--- src/rtl/assert_macros.svh ---
// assertion macros shared by the rtl files
`ifndef ASSERT_MACROS_SVH
`define ASSERT_MACROS_SVH

`ifndef ASSERT_OFF
// expression must hold at every clock edge outside reset
`define ASSERT_ALWAYS(label, clk, rst, expr) \
  label: assert property (@(posedge clk) disable iff (rst) (expr)) \
    else $error("assertion failed");
// consequent must hold in the cycle after the antecedent
`define ASSERT_NEXT(label, clk, rst, ante, cons) \
  label: assert property (@(posedge clk) disable iff (rst) (ante) |=> (cons)) \
    else $error("assertion failed");
`else
`define ASSERT_ALWAYS(label, clk, rst, expr)
`define ASSERT_NEXT(label, clk, rst, ante, cons)
`endif

`endif

--- src/rtl/u8dec_pkg.sv ---
// types and constants of the utf-8 to ucs-2 decoder
`timescale 1ns / 1ps

package u8dec_pkg;

  localparam logic [7:0] ASCII_MAX = 8'h7F;
  localparam logic [7:0] LEAD2_MIN = 8'hC2;
  localparam logic [7:0] LEAD2_MAX = 8'hDF;
  localparam logic [7:0] LEAD3_MIN = 8'hE0;
  localparam logic [7:0] LEAD3_MAX = 8'hEF;

  // following bytes still expected
  localparam logic [1:0] PEND_NONE = 2'd0;
  localparam logic [1:0] PEND_ONE  = 2'd1;
  localparam logic [1:0] PEND_TWO  = 2'd2;

  typedef struct packed {
    logic [7:0] in_byte;
    logic       end_of_string;
  } in_item_t;

  typedef struct packed {
    logic        valid;
    logic [15:0] code_point;
  } dec_result_t;

endpackage

--- src/rtl/utf8_to_ucs2_decoder.sv ---
// top level of the utf-8 to ucs-2 decoder
// takes one string byte per request and gives 16-bit code points of the basic
// multilingual plane: bytes up to 0x7f pass through, lead bytes 0xc2-0xdf and
// 0xe0-0xef open two- and three-byte sequences, and each following byte adds
// its low six bits without a check of its continuation marker. other lead
// bytes and sequences cut off by tlast give nothing, and tlast clears the
// sequence state. a byte goes from the input register through the decode
// logic into the result register in one step, so one byte per cycle is taken
// in sustained flow while results are taken; a code point is on the output
// once its byte has left the input register. a waiting result still lets the
// input register take one byte, and it stalls only when both registers are full
`timescale 1ns / 1ps

module utf8_to_ucs2_decoder
  import u8dec_pkg::*;
(
  input  logic        clk,
  input  logic        rst,
  // byte requests
  input  logic        s_tvalid,
  output logic        s_tready,
  input  logic [7:0]  s_tdata,   // in_byte [7:0]
  input  logic        s_tlast,   // end_of_string
  // code point results
  output logic        m_tvalid,
  input  logic        m_tready,
  output logic [15:0] m_tdata    // code_point [15:0]
);

  logic        item_valid;
  in_item_t    item;
  dec_result_t result;
  logic        out_free;
  logic        advance;

  // held byte moves on when the result register can take its outcome
  assign advance = item_valid && out_free;

  // input register
  u8dec_in_reg u_in_reg (
    .clk        (clk),
    .rst        (rst),
    .s_tvalid   (s_tvalid),
    .s_tready   (s_tready),
    .s_tdata    (s_tdata),
    .s_tlast    (s_tlast),
    .advance    (advance),
    .item_valid (item_valid),
    .item       (item)
  );

  // sequence state and decode
  u8dec_core u_core (
    .clk     (clk),
    .rst     (rst),
    .advance (advance),
    .item    (item),
    .result  (result)
  );

  // result register
  u8dec_out_reg u_out_reg (
    .clk      (clk),
    .rst      (rst),
    .advance  (advance),
    .result   (result),
    .out_free (out_free),
    .m_tvalid (m_tvalid),
    .m_tready (m_tready),
    .m_tdata  (m_tdata)
  );

endmodule

--- src/rtl/u8dec_in_reg.sv ---
// input register of the decoder, one request deep
`timescale 1ns / 1ps

module u8dec_in_reg
  import u8dec_pkg::*;
(
  input  logic       clk,
  input  logic       rst,
  input  logic       s_tvalid,
  output logic       s_tready,
  input  logic [7:0] s_tdata,   // in_byte [7:0]
  input  logic       s_tlast,   // end_of_string
  input  logic       advance,
  output logic       item_valid,
  output in_item_t   item
);

  assign s_tready = !item_valid || advance;

  always_ff @(posedge clk) begin
    if (rst) begin
      item_valid <= 1'b0;
    end else if (s_tready) begin
      item_valid <= s_tvalid;
    end
  end

  always_ff @(posedge clk) begin
    if (s_tready && s_tvalid) begin
      item.in_byte       <= s_tdata;
      item.end_of_string <= s_tlast;
    end
  end

endmodule

--- src/rtl/u8dec_core.sv ---
// sequence state and per-byte decode logic
`timescale 1ns / 1ps
`include "assert_macros.svh"

module u8dec_core
  import u8dec_pkg::*;
(
  input  logic        clk,
  input  logic        rst,
  input  logic        advance,
  input  in_item_t    item,
  output dec_result_t result
);

  logic [1:0]  bytes_pending;
  logic [9:0]  partial_bits;
  logic [1:0]  bytes_pending_next;
  logic [9:0]  partial_bits_next;
  logic [15:0] acc;
  logic [7:0]  b;

  assign b   = item.in_byte;
  assign acc = {partial_bits, b[5:0]};

  always_comb begin
    bytes_pending_next = bytes_pending;
    partial_bits_next  = partial_bits;
    result.valid       = 1'b0;
    result.code_point  = 16'h0000;
    unique case (bytes_pending)
      PEND_NONE: begin
        priority if (b <= ASCII_MAX) begin
          result.valid      = 1'b1;
          result.code_point = {8'h00, b};
        end else if (b >= LEAD2_MIN && b <= LEAD2_MAX) begin
          bytes_pending_next = PEND_ONE;
          partial_bits_next  = {5'b0, b[4:0]};
        end else if (b >= LEAD3_MIN && b <= LEAD3_MAX) begin
          bytes_pending_next = PEND_TWO;
          partial_bits_next  = {6'b0, b[3:0]};
        end else begin
          // bad lead byte, dropped
          bytes_pending_next = PEND_NONE;
        end
      end
      PEND_ONE: begin
        result.valid       = 1'b1;
        result.code_point  = acc;
        bytes_pending_next = PEND_NONE;
        partial_bits_next  = 10'd0;
      end
      default: begin
        // two pending (three never occurs and acts the same)
        partial_bits_next  = acc[9:0];
        bytes_pending_next = PEND_ONE;
      end
    endcase
    if (item.end_of_string) begin
      bytes_pending_next = PEND_NONE;
      partial_bits_next  = 10'd0;
    end
  end

  always_ff @(posedge clk) begin
    if (rst) begin
      bytes_pending <= PEND_NONE;
      partial_bits  <= 10'd0;
    end else if (advance) begin
      bytes_pending <= bytes_pending_next;
      partial_bits  <= partial_bits_next;
    end
  end

  `ASSERT_ALWAYS(a_pending_range, clk, rst, bytes_pending != 2'd3)
  `ASSERT_ALWAYS(a_idle_clear, clk, rst, (bytes_pending != PEND_NONE) || (partial_bits == 10'd0))
  `ASSERT_NEXT(a_end_clears, clk, rst, advance && item.end_of_string, bytes_pending == PEND_NONE)

endmodule

--- src/rtl/u8dec_out_reg.sv ---
// result register of the decoder
`timescale 1ns / 1ps

module u8dec_out_reg
  import u8dec_pkg::*;
(
  input  logic        clk,
  input  logic        rst,
  input  logic        advance,
  input  dec_result_t result,
  output logic        out_free,
  output logic        m_tvalid,
  input  logic        m_tready,
  output logic [15:0] m_tdata   // code_point [15:0]
);

  assign out_free = !m_tvalid || m_tready;

  always_ff @(posedge clk) begin
    if (rst) begin
      m_tvalid <= 1'b0;
    end else if (advance) begin
      m_tvalid <= result.valid;
    end else if (m_tready) begin
      m_tvalid <= 1'b0;
    end
  end

  always_ff @(posedge clk) begin
    if (advance && result.valid) begin
      m_tdata <= result.code_point;
    end
  end

endmodule
--- config.mk ---
export PLATFORM = sky130hd
export DESIGN_NAME = utf8_to_ucs2_decoder
export DESIGN_NICKNAME = d
export VERILOG_FILES = /design/src/rtl/u8dec_pkg.sv /design/src/rtl/utf8_to_ucs2_decoder.sv /design/src/rtl/u8dec_in_reg.sv /design/src/rtl/u8dec_core.sv /design/src/rtl/u8dec_out_reg.sv
export VERILOG_INCLUDE_DIRS = /design/src /design/src/rtl
export SDC_FILE = /design/constraint.sdc
export NUM_CORES = 1
export LEC_CHECK = 0
export BUFFER_PORTS_ARGS = -buffer_cell sky130_fd_sc_hd__clkbuf_2
export CAP_MARGIN = 20
export CORE_MARGIN = 4
export CORE_UTILIZATION = 57
export DETAILED_ROUTE_END_ITERATION = 12
export GPL_TIMING_DRIVEN = 0
export PLACE_DENSITY = 0.93
export SYNTH_ARGS = -nofsm -noshare
export SYNTH_HDL_FRONTEND = slang
export SYNTH_SLANG_ARGS = --single-unit
--- constraint.sdc ---
create_clock -name clk -period 5 [get_ports clk]
set_clock_uncertainty 0.2 [all_clocks]
set_input_delay 0.25 -clock clk [delete_from_list [all_inputs] [get_ports clk]]
set_output_delay 0.25 -clock clk [all_outputs]
set_load 0.02 [all_outputs]
==> results.txt, run 1 <==
Simple-Gate Fraction of Synth Area: 19.6%
post-synthesis cell count: 124
Util after Layout: 74.4%
initial antenna violation count: 0
post-route minimum period: 2.25 ns
vias per cell: 5.43
adder-cell share of the synthesized area: 0%
final worst setup slack: 2.75 ns
WL final: 3060 µm
largest family of logic cells by synthesized area: simple AND/OR/NAND/NOR gates
total core area: 2570 µm²
CTS max path bufs: 2
Worst Path Class, Setup: reg2reg
FMAX: 0.444 GHz
Tcrit/Tclk final: 45.0%
Power Density: 289 nW/µm²
Root Driver: clkbuf_4
# Post-CTS Setup Buffers: 0
Post-Synth XOR/XNOR Area: 0%
RR Endpoint: u_out_reg.m_tdata[11]
Starting Density: 61.4%
drt wl/cell: 15.2 µm
worst reg2reg path startpoint: u_core.bytes_pending[0]
Pleak: 0.731 nW
first-pass GRT wire length: 4950 µm
FF+latch count, synth: 39
DP HPWL: 2020 µm
CTS tree: yes
DR DRC count: 0
total clock buffers created by CTS: 5
min-delay src: m_tready
global route overflow: 0
Die X-Extent: 60.6 µm
IO Port Bufs: 29
Detail Route Antenna Nets: 0
TNS Setup: 0 ns
Die Y: 60.6 µm
Layout area overhead: 21.1%
clock edge transition at the registers on the reported setup and hold paths: 0.10 ns
post-synthesis mux area share: 0.635%
clk_lat worst skew: 0.35 ns
Arr. time, crit path: 2.04 ns
Global Route Usage Sum: 19.2%
Mapped Area: 1580 µm²
Fin. Hold Viols: 0
1st-pass router iterations: 5
Min Hold Slack: 0.0297 ns
worst vdd ir: 0.000276 V
Synthesis Warnings: 0
CTS resizes: 0
complex-gate fraction of the synthesized area: 11.4%
placed cell area: 1760 µm²
layout cells sized above 1: 25.7%
Die ar.: 3670 µm²
Rows: 18
Avg Inst Size Synth: 12.7 µm²
worst rel slew slack: 57.8%
Setup crit end: u_out_reg.m_tdata[11]
commonest non-fill, non-tap cell in the layout: clkbuf_2
most frequent cells in the layout: clkbuf_2, edfxtp_1, and2_1
Place WS: 2.78 ns
GP Congestion: 0.820
nets@finish: 183
number of distinct library cells after synthesis: 26
Setup Viol. Count Final: 0
placed insts: 183
ant diodes: 0
max cap viols: 0
Req. time, crit path: 4.78 ns
CP Launch Type: flop
vias post-DR: 1091
Overall Power: 0.552 mW
Finished Layout Cells: 201
Mapped Nets: 137
largest net degree at the start of global routing: 17
Hold Crit Class: in2reg
final instance area: 1910 µm²
RSZ-0062 raised after global routing: no
slew of the pin with the lowest slew margin: 0.632 ns
max-slew violations: 0
status: finished, final reports clean
Initial DRC Count: 40
CP Max Fanout: 16
Setup crit end kind: flop
H-Tree Depth: 2
Sink Count: 39
Register-to-Register Setup Slack: 2.75 ns
# IOs: 31
Reg2Reg Depth: 4
vias in the first global route: 1070
CP Launch Point: u_core.bytes_pending[0]
Seq/Total Area, Yosys: 65.4%
## logic make-up (layout without fill, tap and decap cells)
group,count (synthesis),after routing
and+or+nand+nor,49,49
DFF,39,39
AOI/OAI and AO/OA,23,23
buffers and inverters,12,59
muxes,1,1
## critical path, stage by stage, from the launching register on
cell	delay [ns]
dfxtp_1	0.46
inv_1	0.09
a21oi_1	0.48
nand2_1	0.15
inv_1	0.51
## worst min path at each step
stage                         end  slack (ns)  cells after the start
2_1_floorplan    u_in_reg.item[0]        0.15                      0
3_3_place_gp     u_in_reg.item[5]        0.23                      1
3_5_place_dp     u_in_reg.item[4]        0.23                      1
4_1_cts        u_out_reg.m_tvalid        0.02                      3
5_1_grt        u_out_reg.m_tvalid        0.05                      3
6_report       u_out_reg.m_tvalid        0.03                      3
## power by group
group / switching (mW) / internal, mW / total, mW / leakage [nW]
Sequential: 0.00569 / 0.352 / 0.357 / 0.351
Clock: 0.0960 / 0.0548 / 0.151 / 0.0293
Combinational: 0.0253 / 0.0187 / 0.0440 / 0.350
## flip-flops by register name, indices dropped and copies added (netlist names)
signal                flops
u_in_reg.item             9
u_in_reg.item_valid       1
u_out_reg.m_tdata        16
u_out_reg.m_tvalid        1
u_core.partial_bits      10
u_core.bytes_pending      2
## synth_stat cells
master | n | share of area, %
o21ai_0 | 7 | 2.2
buf_2 | 1 | 0.32
nor2_1 | 3 | 0.71
nor3_1 | 2 | 0.63
clkbuf_1 | 3 | 0.71
edfxtp_1 | 25 | 48
o211a_1 | 1 | 0.63
a21oi_1 | 7 | 2.2
nor3b_1 | 2 | 0.95
nand2b_1 | 8 | 3.2
or4_4 | 1 | 0.71
o41ai_1 | 4 | 2.2
inv_1 | 8 | 1.9
or3_1 | 1 | 0.40
or3b_2 | 1 | 0.56
o32ai_2 | 4 | 4.1
and2_1 | 17 | 6.7
nand2_1 | 4 | 0.95
nor2_2 | 1 | 0.40
nand3b_1 | 2 | 0.95
nor4_2 | 1 | 0.79
nor2b_1 | 4 | 1.6
dfxtp_1 | 14 | 18
nand4b_1 | 1 | 0.56
mux2i_1 | 1 | 0.63
or4_1 | 1 | 0.48
## layer usage
| layer | global-route usage (%) | vias up | wire [µm] |
|---|---|---|---|
| met5 | 0 | - | 0 |
| met4 | 12.1 | 0 | 76 |
| met1 | 22.3 | 499 | 1200 |
| li1 | - | 541 | - |
| met2 | 31.3 | 41 | 1580 |
| met3 | 5.53 | 10 | 209 |
## what timing repair did
action	CTS	global route
endpoints found under the setup margin	0	0
hold buffers	10	0
endpoints found under the hold margin	10	0
## layout make-up
type | count | area [µm²]
buffer | 4 | 16.3
clock buffer | 7 | 45.0
clock inverter | 1 | 5.00
fill | 171 | 658
inverter | 8 | 30.0
multi-input combinational | 73 | 499
sequential | 39 | 1030
tap | 30 | 37.5
timing repair buffer | 39 | 245
No activity file was read; power rests on OpenSTA's default activity.
==> inputs of run 2 (changes only) <==
--- a/config.mk
+++ b/config.mk
@@ -9,10 +9,10 @@
 export BUFFER_PORTS_ARGS = -buffer_cell sky130_fd_sc_hd__clkbuf_2
 export CAP_MARGIN = 20
 export CORE_MARGIN = 4
-export CORE_UTILIZATION = 57
+export CORE_UTILIZATION = 53
 export DETAILED_ROUTE_END_ITERATION = 12
 export GPL_TIMING_DRIVEN = 0
-export PLACE_DENSITY = 0.93
+export PLACE_DENSITY = 0.88
 export SYNTH_ARGS = -nofsm -noshare
 export SYNTH_HDL_FRONTEND = slang
 export SYNTH_SLANG_ARGS = --single-unit
==> constraint.sdc (replaced) <==
create_clock -name clk -period 2.1 [get_ports clk]
set_clock_uncertainty 0.2 [all_clocks]
set_input_delay 0.105 -clock clk [delete_from_list [all_inputs] [get_ports clk]]
set_output_delay 0.105 -clock clk [all_outputs]
set_load 0.02 [all_outputs]
==> run 2 against run 1 <==
Global-route usage shrank 1.4 points. First-iteration DRC count is 13% lower. Worst setup slack worse by 2.6 ns. Combinational power grew 150%. Worst hold slack gained 0.054 ns. Clock-buffer cell count shrank 1. Flip-flop and latch count is the same. Wire length is 0.16% lower. Maximum frequency is 16% higher.
==> results.txt, run 2 (same netlist as run 1, synthesis figures left out) <==
status: finished, final reports clean
CTS max path bufs: 2
clock edge transition at the registers on the reported setup and hold paths: 0.11 ns
Tcrit/Tclk final: 92.0%
Overall Power: 1.57 mW
Hold Crit Class: in2reg
worst reg2reg path startpoint: u_in_reg.item[5]
worst vdd ir: 0.000495 V
Die X-Extent: 62.5 µm
Die ar.: 3910 µm²
Reg2Reg Depth: 5
# IOs: 31
Initial DRC Count: 35
Root Driver: clkbuf_4
Pleak: 0.755 nW
Power Density: 789 nW/µm²
clk_lat worst skew: 0.34 ns
total core area: 2810 µm²
layout cells sized above 1: 27.2%
Die Y: 62.5 µm
Req. time, crit path: 2.12 ns
FMAX: 0.518 GHz
RSZ-0062 raised after global routing: no
slew of the pin with the lowest slew margin: 0.532 ns
Sink Count: 39
Worst Path Class, Setup: reg2reg
Setup Viol. Count Final: 0
vias in the first global route: 1190
worst rel slew slack: 64.5%
DP HPWL: 2000 µm
global route overflow: 0
hold path cells: 4
Starting Density: 56.2%
Register-to-Register Setup Slack: 0.17 ns
most frequent cells in the layout: clkbuf_2, edfxtp_1, and2_1
vias post-DR: 1141
IO Port Bufs: 29
initial antenna violation count: 0
Global Route Usage Sum: 17.9%
max-slew violations: 0
max cap viols: 0
TNS Setup: 0 ns
Detail Route Antenna Nets: 0
H-Tree Depth: 2
Rows: 19
Largest regs: u_out_reg.m_tdata (16), u_core.partial_bits (10), u_in_reg.item (9)
ant diodes: 0
1st-pass router iterations: 4
post-route minimum period: 1.93 ns
RR Endpoint: u_core.partial_bits[4]
CTS tree: yes
commonest non-fill, non-tap cell in the layout: clkbuf_2
largest net degree at the start of global routing: 17
Largest register FFs: 16
DR DRC count: 0
nets@finish: 185
CP Max Fanout: 10
GP Congestion: 0.783
Layout area overhead: 26.2%
vias per cell: 5.59
first-pass GRT wire length: 5320 µm
Hold Path End: u_core.partial_bits[9]
drt wl/cell: 15.0 µm
Arr. time, crit path: 1.95 ns
Fill cells: 189
placed cell area: 1760 µm²
Setup crit end kind: flop
total clock buffers created by CTS: 5
WL final: 3060 µm
Fin. Hold Viols: 0
Biggest register: u_out_reg.m_tdata
CP Launch Type: flop
final instance area: 1990 µm²
min-delay src: rst
==> run 2: stage by stage <==
| step | cells | util [%] | hold slack (ns) | setup WS (ns) |
|---|---|---|---|---|
| after floorplan | 124 | - | 0.00387 | 0.309 |
| after global routing | 204 | 70.9 | 0.118 | 0.0385 |
| after detailed placement | 184 | 62.8 | 0.0836 | -0.106 |
| after CTS | 204 | 70.8 | 0.0771 | 0.0491 |
| final | 204 | 70.9 | 0.0834 | 0.168 |
| after global placement | 184 | 62.8 | 0.0831 | -0.0493 |
==> run 2: worst max path at each step <==
stage	start	endpoint	slack, ns	depth (start not counted)
after floorplan	u_core.bytes_pending[0]	u_out_reg.m_tdata[0]	0.31	4
after global placement	u_core.bytes_pending[0]	u_out_reg.m_tdata[10]	-0.05	4
after detailed placement	u_core.bytes_pending[0]	u_out_reg.m_tdata[10]	-0.11	4
after CTS	u_core.bytes_pending[0]	u_out_reg.m_tdata[12]	0.05	4
after global routing	u_in_reg.item[5]	u_core.partial_bits[5]	0.04	5
final	u_in_reg.item[5]	u_core.partial_bits[4]	0.17	5
==> run 2: timing repair <==
item | in CTS | in global routing
hold buffers | 12 | 0
gates resized for setup | 1 | 1
setup buffers | 0 | 0
setup endpoints to repair | 16 | 16
hold endpoints to repair | 11 | 0
==> run 2: routing by layer <==
metal	track usage [%]	share of wire, %	up-vias	wire length (µm)
li1	-	-	542	-
met1	18.1	37	555	1140
met2	31.8	55	39	1670
met3	7.01	6.5	5	200
met4	8.54	1.3	0	39
met5	0	0	-	0
==> run 2: worst max-delay path, cell delays in order (launching register included) <==
cell,delay (ns)
edfxtp_1,0.46
nor4_2,0.46
o211a_1,0.25
buf_2,0.20
nor2_2,0.11
mux2i_1,0.14
==> run 2: area by class of cell <==
| cell class | instances | area [µm²] | area share, % |
|---|---|---|---|
| Tap cell | 31 | 38.8 | 1.95 |
| Clock inverter | 2 | 60.1 | 3.02 |
| Sequential cell | 39 | 1030 | 51.8 |
| Multi-Input combinational cell | 73 | 503 | 25.3 |
| Buffer | 4 | 16.3 | 0.818 |
| Timing Repair Buffer | 41 | 265 | 13.3 |
| Inverter | 8 | 33.8 | 1.70 |
| Clock buffer | 6 | 41.3 | 2.08 |
==> run 2: power by group <==
part | switching, mW | leakage [nW] | total, mW | internal [mW]
Combinational | 0.0613 | 0.352 | 0.109 | 0.0476
Clock | 0.238 | 0.0525 | 0.609 | 0.372
Sequential | 0.0135 | 0.351 | 0.851 | 0.837
Total | 0.312 | 0.755 | 1.57 | 1.26
==> inputs of run 3 (changes only) <==
--- a/config.mk
+++ b/config.mk
@@ -6,7 +6,7 @@
 export SDC_FILE = /design/constraint.sdc
 export NUM_CORES = 1
 export LEC_CHECK = 0
-export BUFFER_PORTS_ARGS = -buffer_cell sky130_fd_sc_hd__clkbuf_2
+export BUFFER_PORTS_ARGS = -buffer_cell sky130_fd_sc_hd__buf_2
 export CAP_MARGIN = 20
 export CORE_MARGIN = 4
 export CORE_UTILIZATION = 53
==> run 3 against run 2 <==
Critical endpoint unchanged. Global-route usage down 0.17 points. Via count shrank 4.1%. Critical path type unchanged. Flip-flop and latch count stayed put. Largest cell class unchanged. Largest power group unchanged. Non-clock buffer count stayed put.
==> results.txt, run 3 (same netlist as run 1, synthesis figures left out) <==
largest net degree at the start of global routing: 17
CP bufs+invs: 1
Overall Power: 1.46 mW
DP HPWL: 2070 µm
Biggest register: u_out_reg.m_tdata
met2 GRT Util: 31.0%
Die ar.: 3910 µm²
FMAX: 0.516 GHz
RSZ-0062 raised after global routing: no
Critical Path Max Stage Delay: 0.46 ns
layout cells sized above 1: 27.7%
vias per cell: 5.36
GR Util met3: 6.12%
met1 GRT Util: 18.4%
commonest non-fill, non-tap cell in the layout: buf_2
Detail Route Antenna Nets: 0
WL final: 3050 µm
Finished Layout Cells: 204
worst-path cell chain: nor4_2 -> o211a_1 -> buf_2 -> nor2_2 -> mux2i_1
Sink Count: 39
total clock buffers created by CTS: 5
nets@finish: 185
CTS tree: yes
final instance area: 1970 µm²
most frequent cells in the layout: buf_2, edfxtp_1, and2_1
# Post-CTS Setup Buffers: 0
Starting Density: 56.2%
Switch Pwr: 0.322 mW
post-route minimum period: 1.94 ns
drt wl/cell: 15.0 µm
Root Driver: clkbuf_4
Arr. time, crit path: 1.98 ns
Tcrit/Tclk final: 92.3%
clk_lat worst skew: 0.35 ns
Crit path max-delay family: simple AND/OR/NAND/NOR gates
initial antenna violation count: 0
IO Port Bufs: 29
Sw Share: 22.1%
CP Max Fanout: 10
Setup crit end kind: flop
# IOs: 31
worst vdd ir: 0.000670 V
H-Tree Depth: 2
CP Launch Type: flop
slew of the pin with the lowest slew margin: 0.535 ns
internal power: 1.14 mW
Fin. Hold Viols: 0
placed insts: 184
Clock power frac: 34.2%
Setup Viol. Count Final: 0
vias in the first global route: 1140
Hold Crit Class: in2reg
Pleak: 0.742 nW
Die X-Extent: 62.5 µm
total core area: 2810 µm²
CTS max path bufs: 2
TNS Setup: 0 ns
global route overflow: 0
Global Route Usage Sum: 17.7%
vias post-DR: 1094
Largest register FFs: 16
max-slew violations: 0
DR DRC count: 0
max cap viols: 0
gr busiest metal: met2
placed cell area: 1760 µm²
first-pass GRT wire length: 5170 µm
Initial DRC Count: 36
GP Congestion: 0.783
Power Density: 740 nW/µm²
Req. time, crit path: 2.14 ns
Slowest-stage cell, CP: edfxtp_1
status: finished, final reports clean
Layout area overhead: 24.9%
Worst Path Class, Setup: reg2reg
Die Y: 62.5 µm
Sequential Power Share: 58.3%
Combinational Power Share: 7.5%
Largest regs: u_out_reg.m_tdata (16), u_core.partial_bits (10), u_in_reg.item (9)
1st-pass router iterations: 4
worst rel slew slack: 64.4%
clock edge transition at the registers on the reported setup and hold paths: 0.12 ns
Rows: 19
ant diodes: 0
run 3: cell types whose count changed in the layout (fill, tap and decap cells not counted):
| cell | change |
|---|---|
| buf_2 | +29 |
| clkinv_4 | +1 |
| clkbuf_2 | -29 |
| clkbuf_1 | -1 |
| clkinv_2 | +1 |
| bufinv_16 | -1 |
run 3: metrics by stage:
stage,utilization (%),worst slack [ns],hold WS (ns)
4_1_cts,70.1,0.0311,0.0476
2_1_floorplan,-,0.309,0.00387
3_3_place_gp,62.8,-0.0502,0.0827
5_1_grt,70.2,0.0141,0.0779
3_5_place_dp,62.8,-0.124,0.0837
6_report,70.2,0.161,0.0458
run 3: area by class of cell:
| class | count | area, µm² |
|---|---|---|
| plain buffers | 4 | 16.3 |
| clock buffers | 5 | 37.5 |
| clock inverters | 3 | 43.8 |
| fillers | 208 | 836 |
| inverters | 8 | 33.8 |
| multi-input cells | 73 | 503 |
| flip-flops and latches | 39 | 1030 |
| well taps | 31 | 38.8 |
| repair buffers | 41 | 265 |
run 3: tightest hold or removal path, stage by stage:
cell and delay, ns:
clkbuf_1 0.18, nor2b_1 0.14, o21ai_0 0.08, o41ai_1 0.06
run 3: final timing paths:
path,from,end,slack [ns],cells past startpoint
worst max-delay path,u_in_reg.item[5],u_core.partial_bits[4],0.16,5
worst min register to register,u_core.partial_bits[5],u_core.partial_bits[5],0.28,2
worst min-delay path,rst,u_core.partial_bits[6],0.05,4
worst max register to register,u_in_reg.item[5],u_core.partial_bits[4],0.16,5
run 3: power groups by stage:
stage	combinational (mW)	clock [mW]	sequential, mW
CTS	0.109	0.506	0.850
finish	0.109	0.499	0.850
detailed placement	0.0901	0	0.867
global placement	0.0856	0	0.866
global route	0.120	0.548	0.853
floorplan	0.0473	0	0.876
run 3: timing repair:
action | 4_1_cts | 5_1_grt
endpoints found under the setup margin | 16 | 16
hold buffers | 12 | 0
gates resized for setup | 1 | 1
hold endpoints to repair | 11 | 0
run 3: routing by layer:
layer | vias up | wire length (µm)
met5 | - | 0
met4 | 0 | 87
met3 | 13 | 190
met2 | 45 | 1630
met1 | 494 | 1150
li1 | 542 | -
